==> config.mk <==
export PLATFORM = sky130hd
export DESIGN_NAME = fhri_queue
export DESIGN_NICKNAME = d
export VERILOG_FILES = /design/src/hdl/fhri_pkg.sv /design/src/hdl/fhri_queue.sv
export SDC_FILE = /design/constraint.sdc
export NUM_CORES = 1
export LEC_CHECK = 0
export BUFFER_PORTS_ARGS = -buffer_cell sky130_fd_sc_hd__buf_2
export CAP_MARGIN = 20
export CORE_ASPECT_RATIO = 1.75
export CORE_UTILIZATION = 55
export DETAILED_ROUTE_END_ITERATION = 10
export PLACE_DENSITY = 0.95
export RECOVER_POWER = 50
export SETUP_SLACK_MARGIN = 0.05
export SLEW_MARGIN = 20
export SYNTH_ARGS = -nofsm -noshare
export SYNTH_HDL_FRONTEND = slang
export SYNTH_SLANG_ARGS = --single-unit
==> constraint.sdc <==
create_clock -name aclk -period 3.8 [get_ports aclk]
set_input_delay 0.38 -clock aclk [delete_from_list [all_inputs] [get_ports aclk]]
set_output_delay 0.38 -clock aclk [all_outputs]
set_load 0.02 [all_outputs]
==> src/hdl/fhri_pkg.sv <==
// fhri_pkg: shared types, constants and the hash step for the hashed record index
// used by fhri_hasher, fhri_queue, fhri_inserter and the top level
// no dependencies
package fhri_pkg;

    // fnv-1a 64-bit constants
    localparam logic [63:0] FNV_BASIS = 64'hCBF2_9CE4_8422_2325;
    localparam logic [63:0] FNV_PRIME = 64'h0000_0100_0000_01B3;
    localparam logic [63:0] EMPTY_KEY = 64'h0;

    // field widths
    localparam int HASH_W   = 64;
    localparam int BYTE_W   = 8;
    localparam int SLOT_O_W = 12;
    localparam int OFFS_W   = 32;
    localparam int RECB_W   = 16;
    localparam int MTDATA_W = 112;

    // configuration reset value and default table depth
    localparam logic [RECB_W-1:0] RECORD_BYTES_RESET = 16'd144;
    localparam int TABLE_DEPTH_DEFAULT = 4096;

    // hash queue between front and back
    localparam int QUEUE_DEPTH = 2;
    localparam int QPTR_W      = $clog2(QUEUE_DEPTH);
    localparam int QCNT_W      = $clog2(QUEUE_DEPTH + 1);

    // one finished record hash with its valid flag
    typedef struct packed {
        logic              valid;
        logic [HASH_W-1:0] hash;
    } hash_word_t;

    // back end sequencer states
    typedef enum logic [2:0] {
        B_CLEAR,
        B_IDLE,
        B_MOD,
        B_LOOKUP,
        B_CHECK,
        B_EMIT
    } back_state_t;

    // one fnv-1a round: xor the byte, multiply by the prime modulo 2^64
    function automatic logic [HASH_W-1:0] fnv_step(input logic [HASH_W-1:0] h,
                                                   input logic [BYTE_W-1:0] b);
        logic [HASH_W-1:0] x;
        x = h ^ {{(HASH_W-BYTE_W){1'b0}}, b};
        return x * FNV_PRIME;
    endfunction

endpackage

==> src/hdl/fhri_queue.sv <==
// fhri_queue: short queue of finished record hashes between front and back
// depends on fhri_pkg
module fhri_queue
    import fhri_pkg::*;
(
    input  logic       aclk,
    input  logic       aresetn,
    input  hash_word_t push,
    output logic       full,
    output hash_word_t head,
    input  logic       pop
);

    logic [HASH_W-1:0] store_reg [QUEUE_DEPTH];
    logic [QPTR_W-1:0] wr_ptr_reg, wr_ptr_next;
    logic [QPTR_W-1:0] rd_ptr_reg, rd_ptr_next;
    logic [QCNT_W-1:0] count_reg, count_next;
    logic              do_push, do_pop;

    assign full       = (count_reg == QCNT_W'(QUEUE_DEPTH));
    assign head.valid = (count_reg != '0);
    assign head.hash  = store_reg[rd_ptr_reg];
    assign do_push    = push.valid && !full;
    assign do_pop     = pop && head.valid;

    // pointer and count update
    always_comb begin
        wr_ptr_next = wr_ptr_reg;
        rd_ptr_next = rd_ptr_reg;
        count_next  = count_reg;
        if (do_push) begin
            wr_ptr_next = (wr_ptr_reg == QPTR_W'(QUEUE_DEPTH - 1)) ? '0 : wr_ptr_reg + 1'b1;
        end
        if (do_pop) begin
            rd_ptr_next = (rd_ptr_reg == QPTR_W'(QUEUE_DEPTH - 1)) ? '0 : rd_ptr_reg + 1'b1;
        end
        unique case ({do_push, do_pop})
            2'b10:   count_next = count_reg + 1'b1;
            2'b01:   count_next = count_reg - 1'b1;
            default: count_next = count_reg;
        endcase
    end

    // control registers
    always_ff @(posedge aclk) begin
        if (!aresetn) begin
            wr_ptr_reg <= '0;
            rd_ptr_reg <= '0;
            count_reg  <= '0;
        end else begin
            wr_ptr_reg <= wr_ptr_next;
            rd_ptr_reg <= rd_ptr_next;
            count_reg  <= count_next;
        end
    end

    // entry storage
    always_ff @(posedge aclk) begin
        if (do_push) begin
            store_reg[wr_ptr_reg] <= push.hash;
        end
    end

endmodule

==> metrics.txt <==
asr flop ratio synth 0%; Seq pwr share 40.2%; CTS H-tree lvls 4; vias in the first global route 2706; worst r2r dst store_reg[1][5]; Post-Route Utilization 74.3%; Synth area leader edfxtp_1; number of flip-flops in the largest register 128; CTS resizes 0; clock power share 35.4%; clk_skew 6.16 ps; CP endpoint kind primary output; RePlAce Congestion 0.758; Clock Tree Buf Depth 2; antenna-violating nets left 0; GRT overflow 0; min-delay worst type primary input to flop; synthesized area 4840 sq um; Post-Route WL 8.93 mm; worst-path fanout max 30; Critical Path Source Type flop; Gate Count Post-Synth 225; switching share of power 28.3%; fmax 397 MHz; CP arrival 2140 ps; post-DP HPWL 5.80 mm; Slew HR -10.1%; cell-internal power 3.50 mW; drt wl/cell 17.7 microns; root buffer cell clkbuf_16; post-synthesis register bit count 133; Skew-Pair Late Insertion Delay 410 ps; vias per inst 5.08; number of synthesized flops with an enable pin 128; hold endpoint store_reg[0][9]; CTS tree built; hold path cells 1; Fillers 527; 1st-iter DRT viols 149; Peak VDD IR 0.000589 V; number of core rows 44; post-synth net total 294; Area growth, synth to finish 29.4%; final setup TNS 0 ps; final setup violation count 0; total power 4.88 mW; GRT Total Usage 21.0%; YS warnings 0; CTS Hold Bufs 0; Fin. Hold Viols 0; worst-case reg-to-reg path depth 3; sequential element share of the synthesized area 81.5%; Most used DFF post-synth edfxtp_1; minimum clock period 2520 ps; share of post-route cells with drive strength above 1 53.9%; reg2reg setup slack 1370 ps; Least-Margin Pin Slew 1650 ps; io pins 134; port buffer count 133; Detailed Routing Iterations Pass 1 4; HP Start push[9]; top-count cell post-synth edfxtp_1; first-pass GRT wire length 13.3 mm; register clock-pin slew on the reported worst setup and hold paths 60 ps; pin count of the biggest net entering global routing 65; initial core utilization 57.4%; mean area per synthesized cell 21.5 sq um; DR vias 2558; status finished with violations; crit path kind flop to primary output; synth unique cells 18; Sink Count 133; Leak 2.30 nW; Final Cycle Share 66.3%; die footprint 9190 sq um; Pwr Density 779 nW/um^2; nets 444; failing checks max-capacitance violations, max-slew violations; Comb pwr share 24.4%; # Post-CTS Setup Buffers 0; Die W 72.9 microns; Slew Limit Fails 65; Worst EP required 3420 ps; CORE AREA 8420 sq um; initial antenna violation count 2; Net Sw Power 1.38 mW; CTS buffer count 17; RR Startpoint count_reg[0]; Synth area leaders edfxtp_1 79%, mux2_2 15%, dfxtp_1 2.1%; top-area cell type share of the netlist area 79.4%; die height 126 microns; # DRC 0; RSZ-0062 raised after global routing no; Synth top cells by count 128 x edfxtp_1, 64 x mux2_2, 7 x buf_2; number of max-cap violations 1
-- metrics by stage --
| step | setup WS [ps] | cell area (sq um) | std cells | hold slack (ps) |
|---|---|---|---|---|
| after detailed placement | 1550 | 5650 | 471 | 522 |
| after global placement | 1690 | 5650 | 471 | 471 |
| after global routing | 1120 | 6260 | 503 | 132 |
| after floorplan | 1190 | 4840 | 225 | 457 |
| after CTS | 1230 | 6300 | 503 | 132 |
| final | 1280 | 6260 | 504 | 153 |
-- power groups by stage --
stage               Sequential [mW]  Clock (mW)  Combinational (mW)
global route                   1.99        1.80                1.27
CTS                            1.96        1.75                1.21
detailed placement             1.99           0                1.20
global placement               1.97           0                1.18
finish                         1.96        1.73                1.19
floorplan                      1.93           0               0.875
-- critical path, stage by stage, from the launching register on --
cell	delay, ps
dfxtp_2	790
buf_4	390
mux2_2	380
buf_2	160
-- metal layers --
| metal | vias up | GRT usage (%) | share of wire [%] |
|---|---|---|---|
| li1 | 1197 | - | - |
| met1 | 1254 | 19.7 | 33 |
| met2 | 87 | 37.2 | 58 |
| met3 | 20 | 8.48 | 5.9 |
| met4 | 0 | 11.5 | 2.8 |
| met5 | - | 0 | 0 |
-- layout make-up --
cell class,count,area (sq um),share of cell area (%)
clock buffers,21,470,7.52
diodes,1,2.50,0.0400
well taps,115,144,2.30
clock inverters,11,173,2.76
flip-flops and latches,133,3950,63.0
multi-input cells,82,850,13.6
inverters,3,11.3,0.180
repair buffers,138,663,10.6
-- layout by cell type (no fill, tap or decap) --
cell / netlist / routed
clkbuf_16: 0 / 17
clkinv_4: 0 / 1
bufinv_16: 0 / 4
edfxtp_1: 128 / 128
a21boi_0: 0 / 2
inv_2: 1 / 2
xnor2_1: 3 / 3
inv_6: 0 / 1
ha_1: 1 / 1
nand2b_2: 1 / 1
buf_2: 7 / 103
and2_0: 0 / 1
diode_2: 0 / 1
o21ai_0: 2 / 2
or2_2: 1 / 1
o21a_1: 1 / 1
dfxtp_2: 0 / 1
clkinvlp_4: 0 / 4
nor2b_1: 2 / 2
and3_2: 0 / 1
nand2_1: 1 / 1
clkbuf_2: 0 / 1
mux2_2: 64 / 64
clkinv_2: 0 / 1
dfxtp_1: 5 / 4
buf_4: 0 / 4
or3_1: 2 / 2
clkbuf_8: 0 / 3
inv_1: 2 / 1
clkbuf_1: 0 / 31
-- cell families after synthesis --
kind of cell | count (synthesis) | share of synthesized area, %
AO/OA/AOI/OAI | 5 | 0.672
adder cells (fa/ha/maj) | 1 | 0.259
multiplexers | 64 | 14.9
XOR/XNOR | 3 | 0.543
buffers and inverters | 10 | 0.957
flip-flops | 133 | 81.5
AND/OR/NAND/NOR | 9 | 1.16
-- how the worst max path moves through the flow --
stage	from	endpoint	slack, ps	cells after the start
after floorplan	count_reg[0]	store_reg[0][0]	1190	4
after global placement	count_reg[0]	store_reg[0][57]	1690	5
after detailed placement	count_reg[0]	store_reg[0][46]	1550	5
after CTS	flop	head[30]	1230	3
after global routing	flop	head[6]	1120	3
final	flop	head[30]	1280	3
(Power assumes the default switching activity.)
