### config.mk
export PLATFORM = sky130hd
export DESIGN_NAME = fhri_hasher
export DESIGN_NICKNAME = d
export VERILOG_FILES = /design/src/hdl/fhri_pkg.sv /design/src/hdl/fhri_hasher.sv
export SDC_FILE = /design/constraint.sdc
export NUM_CORES = 1
export LEC_CHECK = 0
export BUFFER_PORTS_ARGS = -buffer_cell sky130_fd_sc_hd__buf_2
export CORE_MARGIN = 3
export CORE_UTILIZATION = 41
export DETAILED_ROUTE_END_ITERATION = 7
export SYNTH_ARGS = -nofsm -noshare
export SYNTH_HDL_FRONTEND = slang
export SYNTH_SLANG_ARGS = --single-unit
### constraint.sdc
create_clock -name aclk -period 9.94 [get_ports aclk]
set_input_delay 0.497 -clock aclk [delete_from_list [all_inputs] [get_ports aclk]]
set_output_delay 0.497 -clock aclk [all_outputs]
set_load 0.02 [all_outputs]
### src/hdl/fhri_pkg.sv
// fhri_pkg: shared types, constants and the hash step for the hashed record index
// used by fhri_hasher, fhri_queue, fhri_inserter and the top level
// no dependencies
package fhri_pkg;

    // fnv-1a 64-bit constants
    localparam logic [63:0] FNV_BASIS = 64'hCBF2_9CE4_8422_2325;
    localparam logic [63:0] FNV_PRIME = 64'h0000_0100_0000_01B3;
    localparam logic [63:0] EMPTY_KEY = 64'h0;

    // field widths
    localparam int HASH_W   = 64;
    localparam int BYTE_W   = 8;
    localparam int SLOT_O_W = 12;
    localparam int OFFS_W   = 32;
    localparam int RECB_W   = 16;
    localparam int MTDATA_W = 112;

    // configuration reset value and default table depth
    localparam logic [RECB_W-1:0] RECORD_BYTES_RESET = 16'd144;
    localparam int TABLE_DEPTH_DEFAULT = 4096;

    // hash queue between front and back
    localparam int QUEUE_DEPTH = 2;
    localparam int QPTR_W      = $clog2(QUEUE_DEPTH);
    localparam int QCNT_W      = $clog2(QUEUE_DEPTH + 1);

    // one finished record hash with its valid flag
    typedef struct packed {
        logic              valid;
        logic [HASH_W-1:0] hash;
    } hash_word_t;

    // back end sequencer states
    typedef enum logic [2:0] {
        B_CLEAR,
        B_IDLE,
        B_MOD,
        B_LOOKUP,
        B_CHECK,
        B_EMIT
    } back_state_t;

    // one fnv-1a round: xor the byte, multiply by the prime modulo 2^64
    function automatic logic [HASH_W-1:0] fnv_step(input logic [HASH_W-1:0] h,
                                                   input logic [BYTE_W-1:0] b);
        logic [HASH_W-1:0] x;
        x = h ^ {{(HASH_W-BYTE_W){1'b0}}, b};
        return x * FNV_PRIME;
    endfunction

endpackage

### src/hdl/fhri_hasher.sv
// fhri_hasher: front end, folds one payload byte per cycle, while s_tready is high, into the running hash
// pushes the finished hash into the queue on the last byte of a record
// depends on fhri_pkg
module fhri_hasher
    import fhri_pkg::*;
(
    input  logic              aclk,
    input  logic              aresetn,
    input  logic              table_ready,
    input  logic              queue_full,
    input  logic              s_tvalid,
    output logic              s_tready,
    input  logic [BYTE_W-1:0] byte_in,
    input  logic              last_in,
    output hash_word_t        push
);

    logic [HASH_W-1:0] hash_reg;
    logic [HASH_W-1:0] hash_next;
    logic [HASH_W-1:0] folded;
    logic              accept;

    // take a word unless the table is still clearing or the queue is full
    assign s_tready = table_ready && !queue_full;
    assign accept   = s_tvalid && s_tready;
    assign folded   = fnv_step(hash_reg, byte_in);

    // next running hash and queue push
    always_comb begin
        hash_next = hash_reg;
        push.valid = 1'b0;
        push.hash  = folded;
        if (accept) begin
            if (last_in) begin
                push.valid = 1'b1;
                hash_next  = FNV_BASIS;
            end else begin
                hash_next = folded;
            end
        end
    end

    // running hash register
    always_ff @(posedge aclk) begin
        if (!aresetn) begin
            hash_reg <= FNV_BASIS;
        end else begin
            hash_reg <= hash_next;
        end
    end

endmodule

==> flow_summary.json, run 1 <==
{
  "grt_pass1_wl_mm": 75.1,
  "drt_pass1_iterations": 5,
  "syn_nets": 2598,
  "worst-setup-path-type": "flip-flop to primary output",
  "dpl.hpwl_mm": 39.2,
  "cp_common_cell": "fa_1",
  "hold_buffers": 0,
  "syn2layout_area_growth_pct": 7.29,
  "cts_buffer_depth": 2,
  "cp_slowest_cell": "dfxtp_1",
  "hold_viol_final": 0,
  "drive_gt1_share_pct": 5.89,
  "required_ps": 9440,
  "rsz0062_at_grt": "false",
  "cts_root_buf": "clkbuf_16",
  "gp_congestion": 0.995,
  "dr.first_iter.drc_count": 817,
  "cts_tree": "built",
  "fillCellCount": 4030,
  "ys_seq_area_share_pct": 7.39,
  "grt_util_all_layers_pct": 21.7,
  "ys_ff_latch": 64,
  "use_met2_pct": 35.6,
  "design.die.area_um2": 44800,
  "fin_crit_sh_pct": 80.5,
  "tightestPinTransition_ps": 1170,
  "largest_reg_flops": 64,
  "status": "complete, no violations",
  "ys_warn_count": 0,
  "drv_cap": 0,
  "syn_area_per_cell_um2": 9.04,
  "fin_crit_ps": 8000,
  "vias": 13000,
  "drtAntennaViolNets": 0,
  "critPathCaptureType": "primary output",
  "fin_nets": 2658,
  "cp_slowest_stage_delay_ps": 630,
  "slew_viol_final": 0,
  "synth_cell_type_count": 66,
  "postSynthCellCount": 1920,
  "setup_viol": 0,
  "cts_resized": 0,
  "setup_tns_ps": 0,
  "initial_utilization_pct": 42.0,
  "grt_busiest_layer": "met2",
  "ys.flop_type": "dfxtp_1",
  "viasPerCell": 5.16,
  "path_max_fanout": 7,
  "die-height_um": 212,
  "wl_per_cell_um": 18.3,
  "num_rows": 74,
  "clock_latency_ps": 370,
  "port_buffers": 79,
  "worstPathCellList": "ha_1 > ha_1 > fa_1 > fa_1 > inv_1 > fa_1 > inv_1 > ha_1 > inv_1 > fa_1 > fa_1 > inv_1 > ha_1 > a21oi_1 > o2111ai_1 > a221oi_1 > o2111ai_1 > a221oi_1 > nor2_1 > a31oi_1 > xnor2_1 > buf_2",
  "grtUsageMet3_pct": 3.38,
  "cp-start-kind": "flip-flop",
  "synth-edff-count": 0,
  "hold_path_class": "primary input to flip-flop",
  "wirelength_mm": 46.2,
  "first_global_vias": 13800,
  "slew_headroom_pct": 21.7,
  "cp.arrival_ps": 7500,
  "grtUsageMet1_pct": 30.7,
  "fmax_mhz": 125,
  "htreeDepth": 3,
  "numCtsBuffers": 9,
  "num_io_pins": 80,
  "core-area_um2": 41300,
  "async_reset_ff_share_pct": 0,
  "clkSinkCount": 64,
  "antenna_found_initial": 1,
  "clk_pin_slew_ps": 60,
  "drcViolationCount": 0,
  "postCtsSetupRepairBufs": 0,
  "insertedDiodeCount": 0,
  "skew_ps": 14.0,
  "grt_overflow": 0,
  "synth_area_um2": 17300,
  "grt_start_max_net_pins": 55,
  "die_w_um": 212
}
[worst max-delay path: cells and delay by family (launching register included)]
family / cells / cell delay, ps
AO/OA/AOI/OAI: 6 / 2080
XOR/XNOR: 1 / 180
adder cells (fa/ha/maj): 9 / 3590
buffers and inverters: 5 / 380
flip-flops: 1 / 630
AND/OR/NAND/NOR: 1 / 260
[layer usage]
layer	share of wire (%)	up-vias
li1	-	6199
met1	48	6426
met2	46	301
met3	5.1	51
met4	1.6	0
met5	0	-
[cells in the final DEF, fill, tap and decap left out, drive strengths merged, types with 6 or more instances in the layout]
cell type	n
buf	85
o21ai	45
nand3	16
xnor2	42
a21oi	76
nor2b	8
nand4	12
ha	420
xor2	45
a31oi	10
inv	579
a21o	28
o21a	9
nor2	63
and3	11
o211ai	22
nand2b	6
nor3	8
clkbuf	10
a22oi	24
dfxtp	64
fa	244
nand2	81
[synth_stat cells, drive strengths merged (6+ instances only)]
cell type | instances | share of area, %
ha | 420 | 30
inv | 579 | 13
a21oi | 76 | 2.2
xnor2 | 42 | 2.1
a31oi | 10 | 0.40
nor2b | 8 | 0.29
nand4 | 12 | 0.43
o211ai | 22 | 0.95
a22oi | 24 | 1.0
nor3 | 8 | 0.26
nand2 | 81 | 1.8
o21ai | 45 | 1.3
o21a | 9 | 0.39
a21o | 28 | 1.2
nor2 | 63 | 1.4
dfxtp | 64 | 7.4
xor2 | 45 | 2.3
fa | 244 | 28
and3 | 11 | 0.40
nand3 | 16 | 0.46
clkbuf | 34 | 0.74
nand2b | 6 | 0.22
[through the flow]
step	utilization (%)	instances	setup WS [ps]	cell area [um^2]	hold WS [ps]
final	45.1	2517	1940	18600	479
after global routing	45.1	2517	1520	18600	500
after CTS	45.1	2517	1970	18600	464
after detailed placement	44.4	2501	2190	18300	489
after global placement	44.4	2501	2240	18300	466
after floorplan	-	1920	3170	17300	444
[final timing paths]
kind	start	endpoint	slack [ps]	cells past startpoint
hold reg to reg	hash_reg[1]	hash_reg[1]	490	2
setup / recovery	hash_reg[33]	push[60]	1940	22
hold / removal	byte_in[0]	hash_reg[0]	480	3
setup reg to reg	hash_reg[33]	hash_reg[60]	2750	22
[cell type report]
type / instances / area (um^2) / share of cell area (%)
inverters: 579 / 2170 / 11.7
repair buffers: 85 / 440 / 2.37
multi-input cells: 1241 / 13800 / 73.9
clock buffers: 10 / 229 / 1.23
flip-flops and latches: 64 / 1280 / 6.88
well taps: 532 / 666 / 3.58
clock inverters: 6 / 60.1 / 0.323
[kinds of logic after synthesis]
family	share of synthesized area, %
AO/OA/AOI/OAI	10.7
XOR/XNOR	4.39
adder cells (fa/ha/maj)	58.4
buffers and inverters	13.3
flip-flops	7.39
AND/OR/NAND/NOR	5.73
Power of run 1 is left out: the tool's default activity adds up to more than one toggle a clock period on the data nets, which glitch-free logic cannot reach.
==> run 2, diff against run 1 <==
Settings changed: ABC_AREA set to 1.
Clock period 9.94 ns to 7.7 ns, I/O delays scaled along.
==> run 2 against run 1 <==
Net effect:
- routed wire length grew 43%
- register-to-register slack got worse by 1600 ps
- flip-flop and latch count is the same
- global-route usage rose by 5.4 points
- non-clock buffer count is 13 higher
- synthesized cell count is 34% higher
- via count rose by 26%
- die area is 11% higher
- utilization increased by 0.45 points
- first-iteration DRC count up 46%
- critical path type unchanged
- critical endpoint is now push[55]
- largest cell class unchanged
==> flow_summary.json, run 2 <==
{
  "status": "complete, no violations",
  "fmax_mhz": 136,
  "grt_pass1_wl_mm": 101,
  "postCtsSetupRepairBufs": 0,
  "skew_ps": 22.1,
  "vias": 16400,
  "min_from": "last_in",
  "fin_area_um2": 20900,
  "synth_cell_type_count": 35,
  "drv_cap": 0,
  "rr_worst_depth": 24,
  "post-place-ws_ps": 458,
  "synth_commonest_cells": "778 x inv_1, 534 x nand2_1, 420 x ha_1, 244 x fa_1, 115 x a21oi_1",
  "num_rows": 78,
  "drt_pass1_iterations": 6,
  "place_area_um2": 20600,
  "fin_crit_ps": 7370,
  "wirelength_mm": 66.2,
  "rsz0062_at_grt": "false",
  "antenna_found_initial": 5,
  "critPathCaptureType": "primary output",
  "tightestPinTransition_ps": 906,
  "cts_tree": "built",
  "post-synth-top-area-fraction_pct": 27.2,
  "cts_root_buf": "clkbuf_16",
  "numCtsBuffers": 9,
  "drcViolationCount": 0,
  "hold_depth": 4,
  "ys.flop_type": "dfxtp_1",
  "first_global_vias": 17300,
  "die_w_um": 223,
  "largest_reg_flops": 64,
  "postSynthCellCount": 2565,
  "grt_overflow": 0,
  "fin_crit_sh_pct": 95.7,
  "gp_congestion": 1.03,
  "final_common_cell": "inv_1",
  "hold_viol_final": 0,
  "r2r_start": "hash_reg[7]",
  "async_reset_ff_share_pct": 0,
  "drtAntennaViolNets": 0,
  "hold_path_class": "primary input to flip-flop",
  "path_max_fanout": 5,
  "syn_nets": 3243,
  "viasPerCell": 5.01,
  "ys_ff_latch": 64,
  "clk_pin_slew_ps": 60,
  "synth-edff-count": 0,
  "grt_start_max_net_pins": 41,
  "cp-start-kind": "flip-flop",
  "syn_area_per_cell_um2": 7.54,
  "cp_slowest_stage_delay_ps": 510,
  "yosysMostFrequentCell": "inv_1",
  "syn2layout_area_growth_pct": 8.22,
  "cp.arrival_ps": 6980,
  "hold_buffers": 0,
  "cts_buffer_depth": 2,
  "fillCellCount": 4678,
  "synth_area_um2": 19300,
  "setup_viol": 0,
  "cp_slowest_cell": "fa_1",
  "dr.first_iter.drc_count": 1189,
  "slew_viol_final": 0,
  "port_buffers": 79,
  "die-height_um": 223,
  "drive_gt1_share_pct": 7.06,
  "ys_top_cells_by_area": "ha_1 27%, fa_1 25%, inv_1 15%",
  "fin_nets": 3335,
  "cts_resized": 0,
  "core-area_um2": 46000,
  "required_ps": 7320,
  "setup_tns_ps": 0,
  "num_io_pins": 80,
  "worst-setup-path-type": "flip-flop to primary output",
  "ys_warn_count": 0,
  "setup_slack_ps": 335,
  "design.die.area_um2": 49800,
  "clock_latency_ps": 410,
  "clkSinkCount": 64,
  "wl_per_cell_um": 20.3,
  "cp_common_cell": "inv_1",
  "final_cell_mix": "778 x inv_1, 532 x nand2_1, 420 x ha_1",
  "startpoint": "hash_reg[7]",
  "htreeDepth": 3,
  "dpl.hpwl_mm": 58.0,
  "worst_hold_slack_ps": 411,
  "slew_headroom_pct": 39.4,
  "initial_utilization_pct": 42.1,
  "grt_util_all_layers_pct": 27.2,
  "yosys.area.top_type": "ha_1",
  "ys_seq_area_share_pct": 6.63
}
run 2: cell types whose count changed after synthesis, sizes merged, moves of 28 or more:
cell / before / now
nand2: 81 / 558
inv: 579 / 780
nand3: 16 / 89
nor2: 63 / 115
a21oi: 76 / 119
xnor2: 42 / 9
a21o: 28 / 0
run 2: cells by family (layout without fill, tap and decap cells):
logic type               Yosys count  count (layout)  share of synthesized area, %
other                              0               2                             0
adder cells (fa/ha/maj)          664             664                          52.4
AND/OR/NAND/NOR                  832             832                          18.6
XOR/XNOR                          51              51                          2.58
buffers and inverters            800             897                          15.5
AO/OA/AOI/OAI                    154             154                          4.25
flip-flops                        64              64                          6.63
run 2: final cells by class:
| cell class | count | area (um^2) | share of cell area (%) |
|---|---|---|---|
| flip-flops and latches | 64 | 1280 | 6.12 |
| repair buffers | 98 | 538 | 2.57 |
| well taps | 600 | 751 | 3.59 |
| clock buffers | 11 | 233 | 1.11 |
| inverters | 783 | 2940 | 14.0 |
| multi-input cells | 1701 | 15100 | 72.1 |
| clock inverters | 5 | 81.3 | 0.389 |
| diodes | 2 | 5.00 | 0.0239 |
run 2: metrics by stage:
| stage | std cells | util, % |
|---|---|---|
| after floorplan | 2565 | - |
| after global placement | 3246 | 44.7 |
| after detailed placement | 3246 | 44.7 |
| after CTS | 3262 | 45.4 |
| after global routing | 3262 | 45.5 |
| final | 3264 | 45.5 |
run 2: critical path, delay by kind of cell, from the launching register on:
| kind | cells | cell delay, ps |
|---|---|---|
| adder cells (fa/ha/maj) | 9 | 3340 |
| AND/OR/NAND/NOR | 6 | 990 |
| AO/OA/AOI/OAI | 2 | 840 |
| XOR/XNOR | 1 | 500 |
| buffers and inverters | 7 | 490 |
| flip-flops | 1 | 410 |
run 2: layer usage:
metal  track usage [%]  part of all wire, %
met1              35.8                   43
met2              46.0                   47
met3              3.38                  6.6
met4              9.58                  3.8
met5                 0                    0
run 2: worst paths after layout:
path	to	slack, ps
setup / recovery	push[55]	330
hold / removal	hash_reg[28]	410
setup reg to reg	hash_reg[55]	1180
hold reg to reg	hash_reg[63]	490
Power of run 2 is left out for the same reason.
==> run 3, diff against run 2 <==
Settings changed: BUFFER_PORTS_ARGS -buffer_cell sky130_fd_sc_hd__buf_2 to -buffer_cell sky130_fd_sc_hd__clkbuf_2.
==> run 3 against run 2 <==
Net effect:
- clock skew down 7.3 ps
- via count is essentially flat
- clock-buffer cell count unchanged
- routed wire length is 2.9% lower
- critical path depth increased by 1
- register-to-register slack worse by 90 ps
- flip-flop and latch count stayed put
- cell area shrank 0.14%
- hold slack improved by 64 ps
- first-iteration DRC count fell by 6.6%
- cell count is essentially flat
==> flow_summary.json, run 3 (same netlist as run 2, synthesis figures left out) <==
{
  "status": "complete, no violations",
  "tightestPinTransition_ps": 960,
  "num_rows": 78,
  "initial_utilization_pct": 42.1,
  "port_buffers": 79,
  "drv_cap": 0,
  "cts_tree": "built",
  "slew_viol_final": 0,
  "fin_crit_ps": 7500,
  "first_global_vias": 17400,
  "largest_reg_flops": 64,
  "path_max_fanout": 5,
  "numCtsBuffers": 9,
  "place_area_um2": 20600,
  "drt_pass1_iterations": 6,
  "vias": 16400,
  "fin_nets": 3333,
  "fmax_mhz": 133,
  "core-area_um2": 46000,
  "worst-setup-path-type": "flip-flop to primary output",
  "drcViolationCount": 0,
  "cts_buffer_depth": 2,
  "viasPerCell": 5.02,
  "worst_hold_slack_ps": 475,
  "syn2layout_area_growth_pct": 8.07,
  "cp.arrival_ps": 7110,
  "grt_start_max_net_pins": 40,
  "drtAntennaViolNets": 0,
  "fin_crit_sh_pct": 97.4,
  "setup_tns_ps": 0,
  "dr.first_iter.drc_count": 1110,
  "rsz0062_at_grt": "false",
  "utilization_pct": 45.5,
  "die_w_um": 223,
  "htreeDepth": 3,
  "wl_per_cell_um": 19.7,
  "die-height_um": 223,
  "slew_headroom_pct": 35.8,
  "fin_area_um2": 20900,
  "hold_viol_final": 0,
  "skew_ps": 14.8,
  "setup_viol": 0,
  "design.die.area_um2": 49800,
  "grt_overflow": 0,
  "wirelength_mm": 64.3,
  "drive_gt1_share_pct": 6.88,
  "num_io_pins": 80,
  "cp-start-kind": "flip-flop",
  "gp_congestion": 1.05,
  "hold_path_class": "flip-flop to flip-flop",
  "required_ps": 7320,
  "dpl.hpwl_mm": 56.2,
  "cts_root_buf": "clkbuf_16",
  "clkSinkCount": 64,
  "clock_latency_ps": 390,
  "clk_pin_slew_ps": 60,
  "antenna_found_initial": 3,
  "grt_util_all_layers_pct": 26.7,
  "postCtsSetupRepairBufs": 0,
  "grt_pass1_wl_mm": 101,
  "critPathCaptureType": "primary output",
  "final_common_cell": "inv_1",
  "final_cell_mix": "778 x inv_1, 532 x nand2_1, 420 x ha_1"
}
## run 3: cell type report
type / count / area (um^2)
diodes: 2 / 5.00
clock buffers: 11 / 253
clock inverters: 4 / 76.3
fillers: 4731 / 25100
inverters: 783 / 2940
multi-input cells: 1701 / 15100
flip-flops and latches: 64 / 1280
well taps: 600 / 751
repair buffers: 96 / 523
## run 3: worst paths after layout
check | from | endpoint | slack (ps) | cells after the start
max | hash_reg[4] | push[55] | 200 | 26
min | hash_reg[63] | hash_reg[63] | 480 | 2
max reg2reg | hash_reg[4] | hash_reg[23] | 1090 | 23
min reg2reg | hash_reg[63] | hash_reg[63] | 480 | 2
## run 3: what timing repair did
item | in CTS | in global routing
resized for setup | 0 | 1
hold buffers | 0 | 0
setup endpoints to repair | 0 | 2
## run 3: per-layer routing
layer | track usage, % | wire [um]
met5 | 0 | 27
met2 | 44.3 | 29300
met3 | 4.99 | 4520
met1 | 34.3 | 27600
met4 | 10.9 | 2850
## run 3: stage by stage
step / setup WS [ps] / std cells
global route: 9.32 / 3259
finish: 203 / 3261
detailed placement: 625 / 3244
floorplan: 1970 / 2565
global placement: 657 / 3244
CTS: 291 / 3259
## run 3: worst max-delay path, cell delays in order (launching register included)
cell and delay [ps]:
dfxtp_1 370, xor2_1 770, ha_1 390, ha_1 220, fa_1 470, fa_1 520
inv_1 50, fa_1 470, inv_1 40, ha_1 260, ha_1 280, inv_1 50
fa_1 470, inv_1 40, ha_1 360, nand2_1 110, nand2_1 80, o21bai_1 170
nand2_1 60, nand3_1 320, a21oi_1 560, inv_1 110, nand2_1 100, nand2_1 60
nand2_1 70, and2_1 160, clkbuf_2 180
Power of run 3 is left out for the same reason.
